--- config.mk ---
export PLATFORM = sky130hd
export DESIGN_NAME = ghpc_ctrl
export DESIGN_NICKNAME = d
export VERILOG_FILES = /design/src/hw/rtl/ghpc_pkg.sv /design/src/hw/rtl/ghpc_ctrl.sv
export SDC_FILE = /design/constraint.sdc
export NUM_CORES = 1
export LEC_CHECK = 0
export BUFFER_PORTS_ARGS = -buffer_cell sky130_fd_sc_hd__buf_2
export CAP_MARGIN = 25
export CORE_AREA = 4 4 45 47
export DETAILED_ROUTE_END_ITERATION = 8
export DIE_AREA = 0 0 49 51
export GPL_ROUTABILITY_DRIVEN = 0
export SYNTH_ARGS = -nofsm -noshare
export SYNTH_HDL_FRONTEND = slang
export SYNTH_SLANG_ARGS = --single-unit
--- constraint.sdc ---
create_clock -name clk -period 2.85 [get_ports clk]
set_input_delay 0.285 -clock clk [delete_from_list [all_inputs] [get_ports clk]]
set_output_delay 0.285 -clock clk [all_outputs]
set_load 0.01 [all_outputs]
--- src/hw/rtl/ghpc_pkg.sv ---
`default_nettype none
package ghpc_pkg;

  // Datapath widths fixed by the item fields and the largest grid (64 x 64).
  localparam int CNT_W     = 7;   // grid point counts up to 64
  localparam int POS_W     = 22;  // grid position, cell index and Q16 fraction
  localparam int FRAC_W    = 17;  // fraction including the value 65536
  localparam int DIV_NUM_W = 44;  // dividend bits of the serial divider
  localparam int DIV_DEN_W = 24;  // divisor bits of the serial divider
  localparam int DIV_CNT_W = 6;
  localparam int ACC_W     = 60;  // interpolated height scaled by 2^32
  localparam int PROD_W    = 43;  // 25 x 18 signed product
  localparam int P16_W     = 20;  // palette position, four integer bits

  localparam logic [DIV_CNT_W-1:0] POS_ITER  = DIV_CNT_W'(32);
  localparam logic [DIV_CNT_W-1:0] NORM_ITER = DIV_CNT_W'(44);

  typedef enum logic [2:0] {
    CFG_GRID_ROWS   = 3'd0,
    CFG_GRID_COLS   = 3'd1,
    CFG_PLOT_WIDTH  = 3'd2,
    CFG_PLOT_HEIGHT = 3'd3,
    CFG_MIN_HALF    = 3'd4
  } cfg_idx_t;

  typedef enum logic [3:0] {
    OP_NONE,
    OP_LOAD,
    OP_QSTART,
    OP_COL_DONE,
    OP_ROW_DONE,
    OP_RD,
    OP_LO,
    OP_HI,
    OP_NORM1,
    OP_NORM2,
    OP_P_DONE,
    OP_BLEND
  } op_t;

  typedef enum logic [3:0] {
    S_IDLE,
    S_COL_DIV,
    S_ROW_DIV,
    S_RD,
    S_LO,
    S_HI,
    S_ACC,
    S_NORM1,
    S_NORM2,
    S_P_DIV,
    S_BLEND,
    S_BLEND_WAIT,
    S_FIN
  } state_t;

  typedef enum logic [1:0] {
    TAG_NONE,
    TAG_LO,
    TAG_HI,
    TAG_CH
  } tag_t;

  typedef struct packed {
    op_t        op;
    logic [1:0] idx;
  } dp_cmd_t;

  typedef struct packed {
    logic div_done;
  } dp_stat_t;

  // Eleven-stop diverging palette, packed as {red, green, blue}.
  function automatic logic [23:0] stop_rgb(input logic [3:0] s);
    logic [23:0] v;
    unique case (s)
      4'd0:    v = 24'h313695;
      4'd1:    v = 24'h4575b4;
      4'd2:    v = 24'h74add1;
      4'd3:    v = 24'habd9e9;
      4'd4:    v = 24'he0f3f8;
      4'd5:    v = 24'hffffbf;
      4'd6:    v = 24'hfee090;
      4'd7:    v = 24'hfdae61;
      4'd8:    v = 24'hf46d43;
      4'd9:    v = 24'hd73027;
      4'd10:   v = 24'ha50026;
      default: v = 24'h000000;
    endcase
    return v;
  endfunction

  function automatic logic [7:0] pick_ch(input logic [23:0] rgb, input logic [1:0] ch);
    logic [7:0] v;
    unique case (ch)
      2'd0:    v = rgb[23:16];
      2'd1:    v = rgb[15:8];
      default: v = rgb[7:0];
    endcase
    return v;
  endfunction

endpackage
`default_nettype wire

--- src/hw/rtl/ghpc_ctrl.sv ---
`default_nettype none
module ghpc_ctrl
  import ghpc_pkg::*;
(
  input  wire logic     clk,
  input  wire logic     rst,
  input  wire logic     start,
  input  wire logic     is_query,
  input  wire dp_stat_t stat,
  output logic          busy,
  output logic          done,
  output dp_cmd_t       dp_cmd
);

  state_t     state, state_next;
  logic [1:0] k, k_next;

  always_ff @(posedge clk) begin
    if (rst) begin
      state <= S_IDLE;
      k     <= 2'd0;
    end else begin
      state <= state_next;
      k     <= k_next;
    end
  end

  always_comb begin
    state_next = state;
    k_next     = k;
    unique case (state)
      S_IDLE: begin
        if (start && is_query) begin
          state_next = S_COL_DIV;
        end
      end
      S_COL_DIV: begin
        if (stat.div_done) begin
          state_next = S_ROW_DIV;
        end
      end
      S_ROW_DIV: begin
        if (stat.div_done) begin
          state_next = S_RD;
          k_next     = 2'd0;
        end
      end
      S_RD: state_next = S_LO;
      S_LO: state_next = S_HI;
      S_HI: begin
        if (k == 2'd3) begin
          state_next = S_ACC;
        end else begin
          state_next = S_RD;
          k_next     = k + 2'd1;
        end
      end
      S_ACC:   state_next = S_NORM1;
      S_NORM1: state_next = S_NORM2;
      S_NORM2: state_next = S_P_DIV;
      S_P_DIV: begin
        if (stat.div_done) begin
          state_next = S_BLEND;
          k_next     = 2'd0;
        end
      end
      S_BLEND: begin
        if (k == 2'd2) begin
          state_next = S_BLEND_WAIT;
        end else begin
          k_next = k + 2'd1;
        end
      end
      S_BLEND_WAIT: state_next = S_FIN;
      S_FIN:        state_next = S_IDLE;
      default:      state_next = S_IDLE;
    endcase
  end

  always_comb begin
    busy       = (state != S_IDLE);
    done       = (state == S_FIN);
    dp_cmd.op  = OP_NONE;
    dp_cmd.idx = k;
    unique case (state)
      S_IDLE: begin
        if (start) begin
          dp_cmd.op = is_query ? OP_QSTART : OP_LOAD;
        end
      end
      S_COL_DIV: if (stat.div_done) dp_cmd.op = OP_COL_DONE;
      S_ROW_DIV: if (stat.div_done) dp_cmd.op = OP_ROW_DONE;
      S_RD:      dp_cmd.op = OP_RD;
      S_LO:      dp_cmd.op = OP_LO;
      S_HI:      dp_cmd.op = OP_HI;
      S_NORM1:   dp_cmd.op = OP_NORM1;
      S_NORM2:   dp_cmd.op = OP_NORM2;
      S_P_DIV:   if (stat.div_done) dp_cmd.op = OP_P_DONE;
      S_BLEND:   dp_cmd.op = OP_BLEND;
      default:   dp_cmd.op = OP_NONE;
    endcase
  end

  // A query that is taken must make the block busy in the next cycle.
  a_query_busy: assert property (@(posedge clk) disable iff (rst)
    (start && !busy && is_query) |=> busy)
    else $error("query accepted but controller stayed idle");

  // A result strobe is a single cycle and returns the block to idle.
  a_done_pulse: assert property (@(posedge clk) disable iff (rst)
    done |=> (!done && !busy))
    else $error("result strobe longer than one cycle");

  // The corner loop only runs once the row division has finished.
  a_rd_order: assert property (@(posedge clk) disable iff (rst)
    (state == S_RD && k == 2'd0) |-> ($past(state) == S_ROW_DIV))
    else $error("corner loop entered out of order");

endmodule
`default_nettype wire

* Yosys cells after proc, flatten, opt, wreduce, memory -nomap -nowiden
Cells that the tools add are included.
** Word-level totals
- Output and inout bits :: 8
- Word-level logic and storage cells :: 49
- Register bits :: 6
- Input port bits :: 5
** Operators by class
- Add/sub/neg operators :: 1
- Reduce and logical (&&, ||, !) cells :: 7
- Equality and inequality tests :: 22
- Muxes and demuxes :: 17
** Operators by type and width (number)
- $pmux W4 S12 :: 1
- $pmux W4 S10 :: 1
- $mux W4 :: 6
- $eq A4 B4 Y1 const B :: 5
- $eq A4 B3 Y1 const B :: 4
- $ne A2 B2 Y1 const B :: 7
- $mux W2 :: 6
- $eq A4 B2 Y1 const B :: 2
- $mux W3 :: 2
- $pmux W2 S3 :: 1
- $reduce_and A5 Y1 :: 1
- $eq A2 B2 Y1 const B :: 2
- $eq A4 B1 Y1 const B :: 1
- $logic_not A4 Y1 :: 1
- $reduce_and A4 Y1 :: 1
- $reduce_bool A4 Y1 :: 1
- $reduce_bool A3 Y1 :: 1
- $add A2 B1 Y2 const B :: 1
- $ne A2 B1 Y1 const B :: 1
- $reduce_or A2 Y1 :: 1
- $logic_and A1 B1 Y1 :: 1

* Longest topological paths before layout
Gate-level depths: netlist (run 1).
- Depth after elaboration :: 4
- Mapped depth :: 6
- Gate-level depth less buffers :: 6

* Least setup slack after synthesis (run 1)
OpenSTA, ideal clock, no wires.
- Path type :: register -> register
- Start point :: reg k[0]
- End point :: reg k[1]
- Period minus slack after synthesis :: 1537 ps
- Path slack :: 1313 ps
- Cell stages (with the launch flop) :: 7
- Library setup time :: 123 ps
- Path buffers :: 0
- Arrival time :: 1415 ps
- Cell sequence :: dfxtp_1 inv_1 ha_1 or3b_1 a21oi_2 o22a_1 o32ai_2
** Between the ends
- Longest elaborated chain between the ends :: 3
** RTL lines
- start, declared :: RTL line ghpc_ctrl.sv:16 : logic [1:0] k, k_next;
- start signal, assigned :: RTL line ghpc_ctrl.sv:24 : k <= k_next;
- $add A2 B1 Y2, or another cell as far along :: RTL line ghpc_ctrl.sv:55, ghpc_ctrl.sv:71
- $mux W2, or another cell as far along :: RTL line ghpc_ctrl.sv:68 : if (k == 2'd2) begin
- $pmux W2 S3 / $reduce_and A4 Y1 (equally long branches)
Several ways; a longest one is shown, not always the timed one. The select of a mux whose other input is x is not followed.
A chain may end at the register's enable or synchronous reset.

==> results of run 1 <==
## cell families (layout without fill, tap and decap cells)
logic type	Yosys count	in the layout	synth area share, %
AOI/OAI and AO/OA	28	28	34.3
and+or+nand+nor	24	24	28.7
buffers and inverters	9	20	9.42
DFF	6	6	21.5
adders and majority gates	2	2	4.48
xor gates and xnor gates	1	1	1.57
## critical path, cell delays in order, from the launching register on
cell	delay, ps
dfxtp_1	620
inv_1	190
o32a_1	370
o21ai_0	120
buf_2	150
## layout by cell type, fill, tap and decap left out
cell	n
a21oi_2	1
nand2b_1	5
nor3_1	1
or4_1	1
a21o_1	2
inv_1	5
o32ai_2	1
ha_1	2
a211oi_2	1
or3b_4	1
o22a_1	1
a32oi_1	1
clkbuf_4	3
o21ai_2	1
nand3_1	1
a21oi_1	8
nand4bb_1	2
nand2_1	2
buf_2	12
a2bb2oi_1	1
and2_1	1
dfxtp_1	6
o32a_1	1
or4bb_1	1
or3b_2	1
nor2_1	4
or3_1	1
o22ai_1	3
nand3b_1	1
o21ai_0	7
xor2_1	1
or3b_1	1
or2_2	1
## worst max path at each step
stage	cells after the start	to	slack (ps)
floorplan	6	k[1]	1310
global placement	4	dp_cmd[3]	1120
detailed placement	4	state[0]	1090
CTS	4	dp_cmd[3]	870
global route	4	dp_cmd[3]	750
finish	4	dp_cmd[3]	880
## final cells by class
type	instances	area share [%]
Multi-Input combinational cell	55	61.4
Sequential cell	6	19.1
Timing Repair Buffer	12	9.56
Clock buffer	3	3.59
Tap cell	17	3.39
Inverter	5	2.99
## power groups by stage
stage / combinational (mW) / sequential [mW] / clock [mW]
finish: 0.275 / 0.161 / 0.0750
global route: 0.309 / 0.167 / 0.0836
CTS: 0.278 / 0.161 / 0.0799
detailed placement: 0.275 / 0.162 / 0
global placement: 0.273 / 0.161 / 0
floorplan: 0.250 / 0.130 / 0
## metrics by stage
| stage | worst slack [ps] | hold WS (ps) | util, % | area (µm²) |
|---|---|---|---|---|
| after floorplan | 1310 | 354 | - | 558 |
| after global placement | 1120 | 528 | 36.7 | 606 |
| after detailed placement | 1090 | 534 | 36.7 | 606 |
| after CTS | 871 | 323 | 38.0 | 628 |
| after global routing | 745 | 336 | 38.0 | 628 |
| final | 876 | 324 | 38.0 | 628 |
## state kept, by name, summed over array words and instances (netlist names)
signal  count
state       4
k           2
## per-layer routing
| layer | track usage (%) | share of wire (%) | routed length [µm] |
|---|---|---|---|
| met1 | 12.0 | 47 | 605 |
| met2 | 17.6 | 48 | 616 |
| met3 | 2.33 | 3.4 | 43 |
| met4 | 8.07 | 1.0 | 13 |
| met5 | 0 | 0 | 0 |
==> metrics.txt, run 1 <==
status finished, final reports clean; Critical Path End Type output port; critical register-to-register path endpoint state[0]; Global Route Usage Sum between 10% and 20%; minimum clock period ~2000 ps; Port Buffers 12; first-pass iteration count of the detailed router 3; sequential power share 31.5%; Ant. Diodes 0; Worst Min Path Start rst; CTS tree done; area of the multi-input gates a little under 400 µm²; die area 2500 µm²; pin count of the biggest net entering global routing 18; clock buffer depth 2; H-tree levels 1; layout net count 90; via/cell ratio approximately 5.5; Final Total Pwr between 500 and 600 µW; Yosys cell types 34; TNS Setup 0 ps; layout overhead on the synthesized area 12.6%; fillcell total approximately 180; CTS clk-pin slew, worst paths roughly 40 ps; Clock Power Share between 10 and 15%; Worst-Margin Slew roughly 530 ps; reg-to-reg startpoint state[2]; antenna-violating nets left 0; Required @ worst endpoint 2570 ps; Layout Cells excl Fill just under 100; final global-route overflow total 0; Worst Hold Class input port to flip-flop; Post-CTS Setup Inserts 0; initial antenna violation count 0; switching portion of total power between 40% and 50%; WP data arrival roughly 1700 ps; Pleak 0.256 nW; Max Slew Vio Count 0; clk_lat worst skew roughly 240 ps; Ports 13; hpwl dp approximately 900 µm; Sequential Area between 100 and 150 µm²; # hold bufs at CTS 0; Die X 49 µm; core area 1650 µm²; placed cells 95; height of the die slightly above 50 µm; drt wl/cell 13.0 µm; P_sw 218 µW; Clock Skew roughly 0.18 ps; reg2reg path depth 4; CTS Root Cell clkbuf_4; Slew Limit Headroom between 60% and 70%; CTS Sinks 6; via count around 540; EDFF count, synth 0; post-synth top area share between 20% and 30%; final setup fails 0; post-synthesis net count between 70 and 80; hold path cells 2; Crit Path Category flip-flop to output port; RSZ-0062 raised after global routing no; vias in the first global route ~480; #FFs+latches synth 6; Peak VDD IR ~0.3 mV; Max Clk Rate 507 MHz; CP Max Fanout 16; Post-synth top flop dfxtp_1; # resized after CTS 0; Critical path origin state[0]; Pint between 200 and 300 µW; Cell Rows 15; post-synthesis sequential area ratio about 22%; syn_area_per_cell approximately 8 µm²; Comb pwr share a little over half; WL final roughly 1300 µm; Max Cap Viol 0; pwr/cell area 814 nW/µm²; Starting Density 33.8%; Min-Delay Endpoint state[1]; synth top area cells dfxtp_1, a21oi_1, o21ai_0; dominant cell type by area after synthesis dfxtp_1; CP startpoint kind flip-flop; mapped cell area 558 µm²; Num CTS Buffers 3; most instantiated library cell after synthesis a21oi_1; Mapped Cells 70; Iter 0 DRT Violations 15; Final period util ~70%; r2r setup slk roughly 1100 ps; Async SR Flop Fraction 0%; first-pass GRT wire length 2050 µm; Final Hold Violating Endpoints 0; share of layout cells above drive strength 1 27.2%; synth warn 0; Synth top cells by count a21oi_1, o21ai_0, dfxtp_1; drt drc 0
Note: power is estimated with default switching activity, not from simulation.
==> inputs of run 2 (changes only) <==
- ABC_AREA: default -> 1
- CORE_AREA: 4 4 45 47 -> 4 4 51 44
- DIE_AREA: 0 0 49 51 -> 0 0 55 48
- clock period: 2.85 -> 1.66 ns (I/O delays scaled with it)
==> run 2 against run 1 <==
Routed wire length up 13%. Synthesized area up 2.7%. Sequential share of layout area down 2.0 points. Critical endpoint unchanged. Worst hold slack worse by 220 ps. Critical path type unchanged. Largest cell class unchanged. Global-route usage up 1.6 points. Non-clock buffer count up 5. Register-to-register slack worse by 870 ps.
==> metrics.txt, run 2 <==
status finished, final reports clean (unchanged); Final Hold Violating Endpoints 0 (unchanged); most common cell after layout, fill and taps aside nand2_1 (was buf_2); Slew Limit Headroom 87.3% (was 64.4%); Ports 13 (unchanged); H-tree levels 1 (unchanged); CP Max Fanout 7 (was 16); CP startpoint kind flip-flop (unchanged); CTS tree done (unchanged); reg-to-reg startpoint state[0] (was state[2]); #FFs+latches synth 6 (unchanged); Max Clk Rate ~650 MHz; Critical path origin state[0] (unchanged); Pleak 0.394 nW (was 0.256 nW); CTS Sinks 6 (unchanged); via/cell ratio 4.65 (was 5.50); Final period util 92.2%; Starting Density 32.4% (was 33.8%); first-pass GRT wire length 2320 µm (was 2050 µm); largest family of logic cells by synthesized area simple AND/OR/NAND/NOR gates (was compound AO/OA/AOI/OAI gates); Hold Slack 102 ps (was 324 ps); Die X 55 µm (was 49 µm); post-synthesis net count 108 (was 77); most frequent cells in the layout nand2_1, inv_1, nor2_1, buf_2, nand3_1 (was buf_2, a21oi_1, o21ai_0, dfxtp_1); Num CTS Buffers 3 (unchanged); Critical Path End Type output port (unchanged); Largest register FFs 4 (unchanged); drt drc 0 (unchanged); hpwl dp 1200 µm (was 927 µm); post-synth top area share 21.0% (was 21.5%); Worst Hold Class input port to flip-flop (unchanged); Largest Register state (unchanged); Crit Path Category flip-flop to output port (unchanged); fillcell total 194 (was 179); Async SR Flop Fraction 0% (unchanged); mapped cell area 573 µm² (was 558 µm²); syn_area_per_cell 5.67 µm² (was 7.97 µm²); via count 674 (was 539); mux cell area share after synthesis 0% (unchanged); antenna-violating nets left 0 (unchanged); post-synthesis xor/xnor area fraction 0% (was 1.57%); Finished Cell Area 731 µm² (was 628 µm²); drt wl/cell 9.95 µm (was 13.0 µm); post-synthesis sequential area ratio 21.0% (was 21.5%); biggest regs state (4), k (2) (unchanged); CTS clk-pin slew, worst paths 40 ps (about the same); Required @ worst endpoint 1490 ps (was 2570 ps); EDFF count, synth 0 (unchanged); Worst-Margin Slew 190 ps (was 533 ps); most instantiated library cell after synthesis nand2_1 (was a21oi_1); Ant. Diodes 0 (unchanged); Peak VDD IR 0.587 mV (was 0.300 mV); initial antenna violation count 0 (unchanged); final setup fails 0 (unchanged); pwr/cell area 1570 nW/µm² (was 814 nW/µm²); Port Buffers 12 (unchanged); core area 1770 µm² (was 1650 µm²); minimum clock period around 1500 ps; Iter 0 DRT Violations 12 (was 15); Post-synth top flop dfxtp_1 (unchanged); Synth top cells by count nand2_1, inv_1, nor2_1 (was a21oi_1, o21ai_0, dfxtp_1); WP data arrival 1360 ps (was 1690 ps); final global-route overflow total 0 (unchanged); clk_lat worst skew 240 ps (about the same); vias in the first global route 577 (was 475); die area 2640 µm² (was 2500 µm²); Final Total Pwr 1.15 mW (was 511 µW); Cell Rows 14 (was 15); layout net count 130 (was 90); clock buffer depth 2 (unchanged); Sequential Area 125 µm² (was 120 µm²); share of layout cells above drive strength 1 31.4% (was 27.2%); height of the die 48 µm (was 51 µm); RSZ-0062 raised after global routing no (unchanged); dominant cell type by area after synthesis dfxtp_1 (unchanged); Worst Min Path Start rst (unchanged); Max Cap Viol 0 (unchanged); Global Route Usage Sum 12.3% (was 10.7%); pin count of the biggest net entering global routing 8 (was 18); post-layout util 41.3% (was 38.0%); synth warn 0 (unchanged); Post-Synth Adder-Cell Area 4.37% (was 4.48%); Placed Instance Area 663 µm² (was 606 µm²); synth top area cells dfxtp_1, nand2_1, inv_1 (was dfxtp_1, a21oi_1, o21ai_0); Mapped Cells 101 (was 70); Synth Area in Compound Gates 10.9% (was 34.3%); TNS Setup 0 ps (unchanged); CTS Root Cell clkbuf_4 (unchanged); Max Slew Vio Count 0 (unchanged); first-pass iteration count of the detailed router 4 (was 3); Clock Skew 2.63 ps (was 0.183 ps); area of the multi-input gates 384 µm² (was 385 µm²); layout overhead on the synthesized area 27.5% (was 12.6%); WL final 1440 µm (was 1280 µm); Yosys cell types 21 (was 34); Synth Area in Simple Gates 51.3% (was 28.7%)
-- run 2: worst max-delay path, cell delays in order, from the launching register on --
cell and delay (ps):
dfxtp_2 340, inv_2 110, nand2_1 110, nor2_2 140
inv_1 70, o2111ai_1 180, buf_2 160
-- run 2: final timing paths --
path | endpoint | slack (ps) | cells past startpoint
setup / recovery | dp_cmd[3] | 130 | 6
hold / removal | state[2] | 100 | 2
setup reg to reg | state[0] | 260 | 10
hold reg to reg | state[1] | 540 | 2
-- run 2: cell families after synthesis --
family	Yosys count
DFF	6
buffers and inverters	19
AOI/OAI and AO/OA	10
adders and majority gates	2
and+or+nand+nor	64
-- run 2: final cells by class --
cell class              count  area share (%)
inverters                  19            9.76
flip-flops and latches      6            17.1
multi-input cells          76            52.6
well taps                  24            4.11
clock buffers               3            3.08
repair buffers             17            13.4
-- run 2: power by group --
part           switching [mW]  internal [mW]
Sequential             0.0662          0.200
Combinational           0.446          0.304
Clock                  0.0485         0.0815
Total                   0.560          0.585
-- run 2: routing by layer --
layer  part of all wire (%)  wire [µm]  GRT usage (%)  up-vias
met2                     46        657           18.6       18
met1                     47        680           15.6      296
met5                      0          0              0        -
met4                   0.97         14           8.25        0
met3                    6.2         90           2.80        2
li1                       -          -              -      358
-- run 2: what timing repair did --
action / in CTS / in global routing
setup endpoints to repair: 0 / 2
resized for setup: 0 / 6
buffers inserted: 0 / 5
hold buffers: 0 / 0
-- run 2: metrics by stage --
stage	std cells	setup slack, ps
final	145	129
after global routing	145	11.8
after CTS	140	25.8
after detailed placement	137	292
after global placement	137	280
after floorplan	101	423
==> inputs of run 3 (changes only) <==
- ABC_AREA: 1 -> default
- CORE_AREA: 4 4 51 44 -> 2 2 43 45
- DIE_AREA: 0 0 55 48 -> 0 0 45 47
==> run 3 against run 2 <==
Combinational power fell by 23%. Largest cell class unchanged. Highest routed layer unchanged. Sequential power is 3% lower. Clock-buffer cell count did not move. Critical endpoint is now k[1]. Non-clock buffer count up 3. Clock power about the same. Sequential share of layout area up 1.4 points. Worst hold slack better by 78 ps. Fmax shrank 2.1%.
==> metrics.txt, run 3 (synthesized netlist as in run 1, its figures left out) <==
status finished, final reports clean (unchanged); drt drc 0 (unchanged); reg2reg path depth 6 (was 10); antenna-violating nets left 0 (unchanged); Worst-Margin Slew 304 ps (was 190 ps); clk_lat worst skew 240 ps (about the same); CP Max Fanout 5 (was 7); layout overhead on the synthesized area 24.9% (was 27.5%); CTS Sinks 6 (unchanged); first-pass GRT wire length 2240 µm (was 2320 µm); delay-heaviest family, CP compound AO/OA/AOI/OAI gates (was flip-flops); pwr/cell area 1390 nW/µm² (was 1570 nW/µm²); clock buffer depth 2 (unchanged); Max Slew Vio Count 0 (unchanged); Max Clk Rate 639 MHz (was 653 MHz); CTS Root Cell clkbuf_4 (unchanged); pin count of the biggest net entering global routing 12 (was 8); drt wl/cell 12.7 µm (was 9.95 µm); Required @ worst endpoint 1780 ps (was 1490 ps); reg-to-reg startpoint k[0] (was state[0]); Num CTS Buffers 3 (unchanged); layout net count 98 (was 130); core area 1650 µm² (was 1770 µm²); hpwl dp 1010 µm (was 1200 µm); Critical Path End Type flip-flop (was output port); final setup fails 0 (unchanged); Crit path buffers/inverters 1 (was 3); Hold Slack 180 ps (was 102 ps); critical register-to-register path endpoint k[1] (was state[0]); Worst Hold Class input port to flip-flop (unchanged); Crit Path Category flip-flop to flip-flop (was flip-flop to output port); Largest register FFs 4 (unchanged); Peak VDD IR 0.678 mV (was 0.587 mV); biggest regs state (4), k (2) (unchanged); via count 571 (was 674); Final period util 94.2% (was 92.2%); Ant. Diodes 0 (unchanged); WL final 1340 µm (was 1440 µm); minimum clock period 1560 ps (was 1530 ps); Pleak 0.300 nW (was 0.394 nW); crit-path cells inv_1, ha_1, or3b_1, a21oi_2, o22a_1, o32ai_2 (was inv_2, nand2_1, nor2_2, inv_1, o2111ai_1, buf_2); Starting Density 33.8% (was 32.4%); crit path max-delay cell type or3b_1 (was dfxtp_2); Cell Rows 15 (was 14); Clock Skew 2.66 ps (was 2.63 ps); die area 2120 µm² (was 2640 µm²); path length in cells of the critical path 6 (unchanged); r2r setup slk 100 ps (was 260 ps); share of layout cells above drive strength 1 37.1% (was 31.4%); Critical path origin k[0] (was state[0]); height of the die 47 µm (was 48 µm); crit path capture k[1] (was dp_cmd[3]); final global-route overflow total 0 (unchanged); WP data arrival 1690 ps (was 1360 ps); CTS clk-pin slew, worst paths 40 ps (about the same); Post-CTS Setup Inserts 0 (unchanged); Ports 13 (unchanged); Global Route Usage Sum 14.9% (was 12.3%); Largest Register state (unchanged); most common cell after layout, fill and taps aside buf_2 (was nand2_1); CP startpoint kind flip-flop (unchanged); RSZ-0062 raised after global routing no (unchanged); CTS tree done (unchanged); Slew Limit Headroom 79.7% (was 87.3%); Port Buffers 12 (unchanged); critical path's largest stage delay 370 ps (was 340 ps); Max Cap Viol 0 (unchanged); most frequent cells in the layout buf_2, a21oi_1, buf_4, o21ai_0 (was nand2_1, inv_1, nor2_1, buf_2, nand3_1); Iter 0 DRT Violations 5 (was 12); Final Hold Violating Endpoints 0 (unchanged); Die X 45 µm (was 55 µm); via/cell ratio 5.39 (was 4.65); TNS Setup 0 ps (unchanged); post-layout util 42.2% (was 41.3%); vias in the first global route 537 (was 577); first-pass iteration count of the detailed router 3 (was 4); initial antenna violation count 0 (unchanged); H-tree levels 1 (unchanged)
==> run 3: final cells by class <==
class,instances,area (µm²)
clock buffers,3,22.5
fillers,187,955
inverters,5,18.8
multi-input cells,55,385
flip-flops and latches,6,129
well taps,17,21.3
repair buffers,20,120
==> run 3: where the power goes <==
| part | internal, mW | switching (mW) | total (mW) | leakage, nW |
|---|---|---|---|---|
| combinational | 0.298 | 0.278 | 0.576 | 0.235 |
| clock | 0.0817 | 0.0509 | 0.133 | 0.0138 |
| sequential | 0.193 | 0.0649 | 0.258 | 0.0506 |
==> run 3: worst min path at each step <==
stage / endpoint / from / depth (start not counted)
floorplan: state[0] / rst / 1
global placement: state[0] / rst / 2
detailed placement: state[0] / rst / 2
CTS: state[0] / rst / 2
global route: state[0] / rst / 2
finish: state[0] / rst / 2
==> run 3: layer usage <==
| layer | vias to the layer above | GRT usage [%] | wire [µm] |
|---|---|---|---|
| met5 | - | 0 | 0 |
| met4 | 0 | 10.6 | 34 |
| met3 | 4 | 1.54 | 42 |
| met2 | 8 | 22.6 | 621 |
| met1 | 262 | 19.7 | 642 |
| li1 | 297 | - | - |
==> run 3: timing repair <==
item,4_1_cts,5_1_grt
resized for setup,1,4
setup endpoints to repair,2,6
hold buffers,0,0
pin swaps,0,0
==> run 3: stage by stage <==
| step | setup slack (ps) | cells | total power [mW] | instance area (µm²) |
|---|---|---|---|---|
| floorplan | 123 | 70 | 0.653 | 558 |
| global placement | 61.5 | 103 | 0.811 | 666 |
| detailed placement | 74.4 | 103 | 0.819 | 666 |
| CTS | 10.3 | 106 | 0.959 | 689 |
| global route | 11.7 | 106 | 1.06 | 697 |
| finish | 95.8 | 106 | 0.967 | 697 |
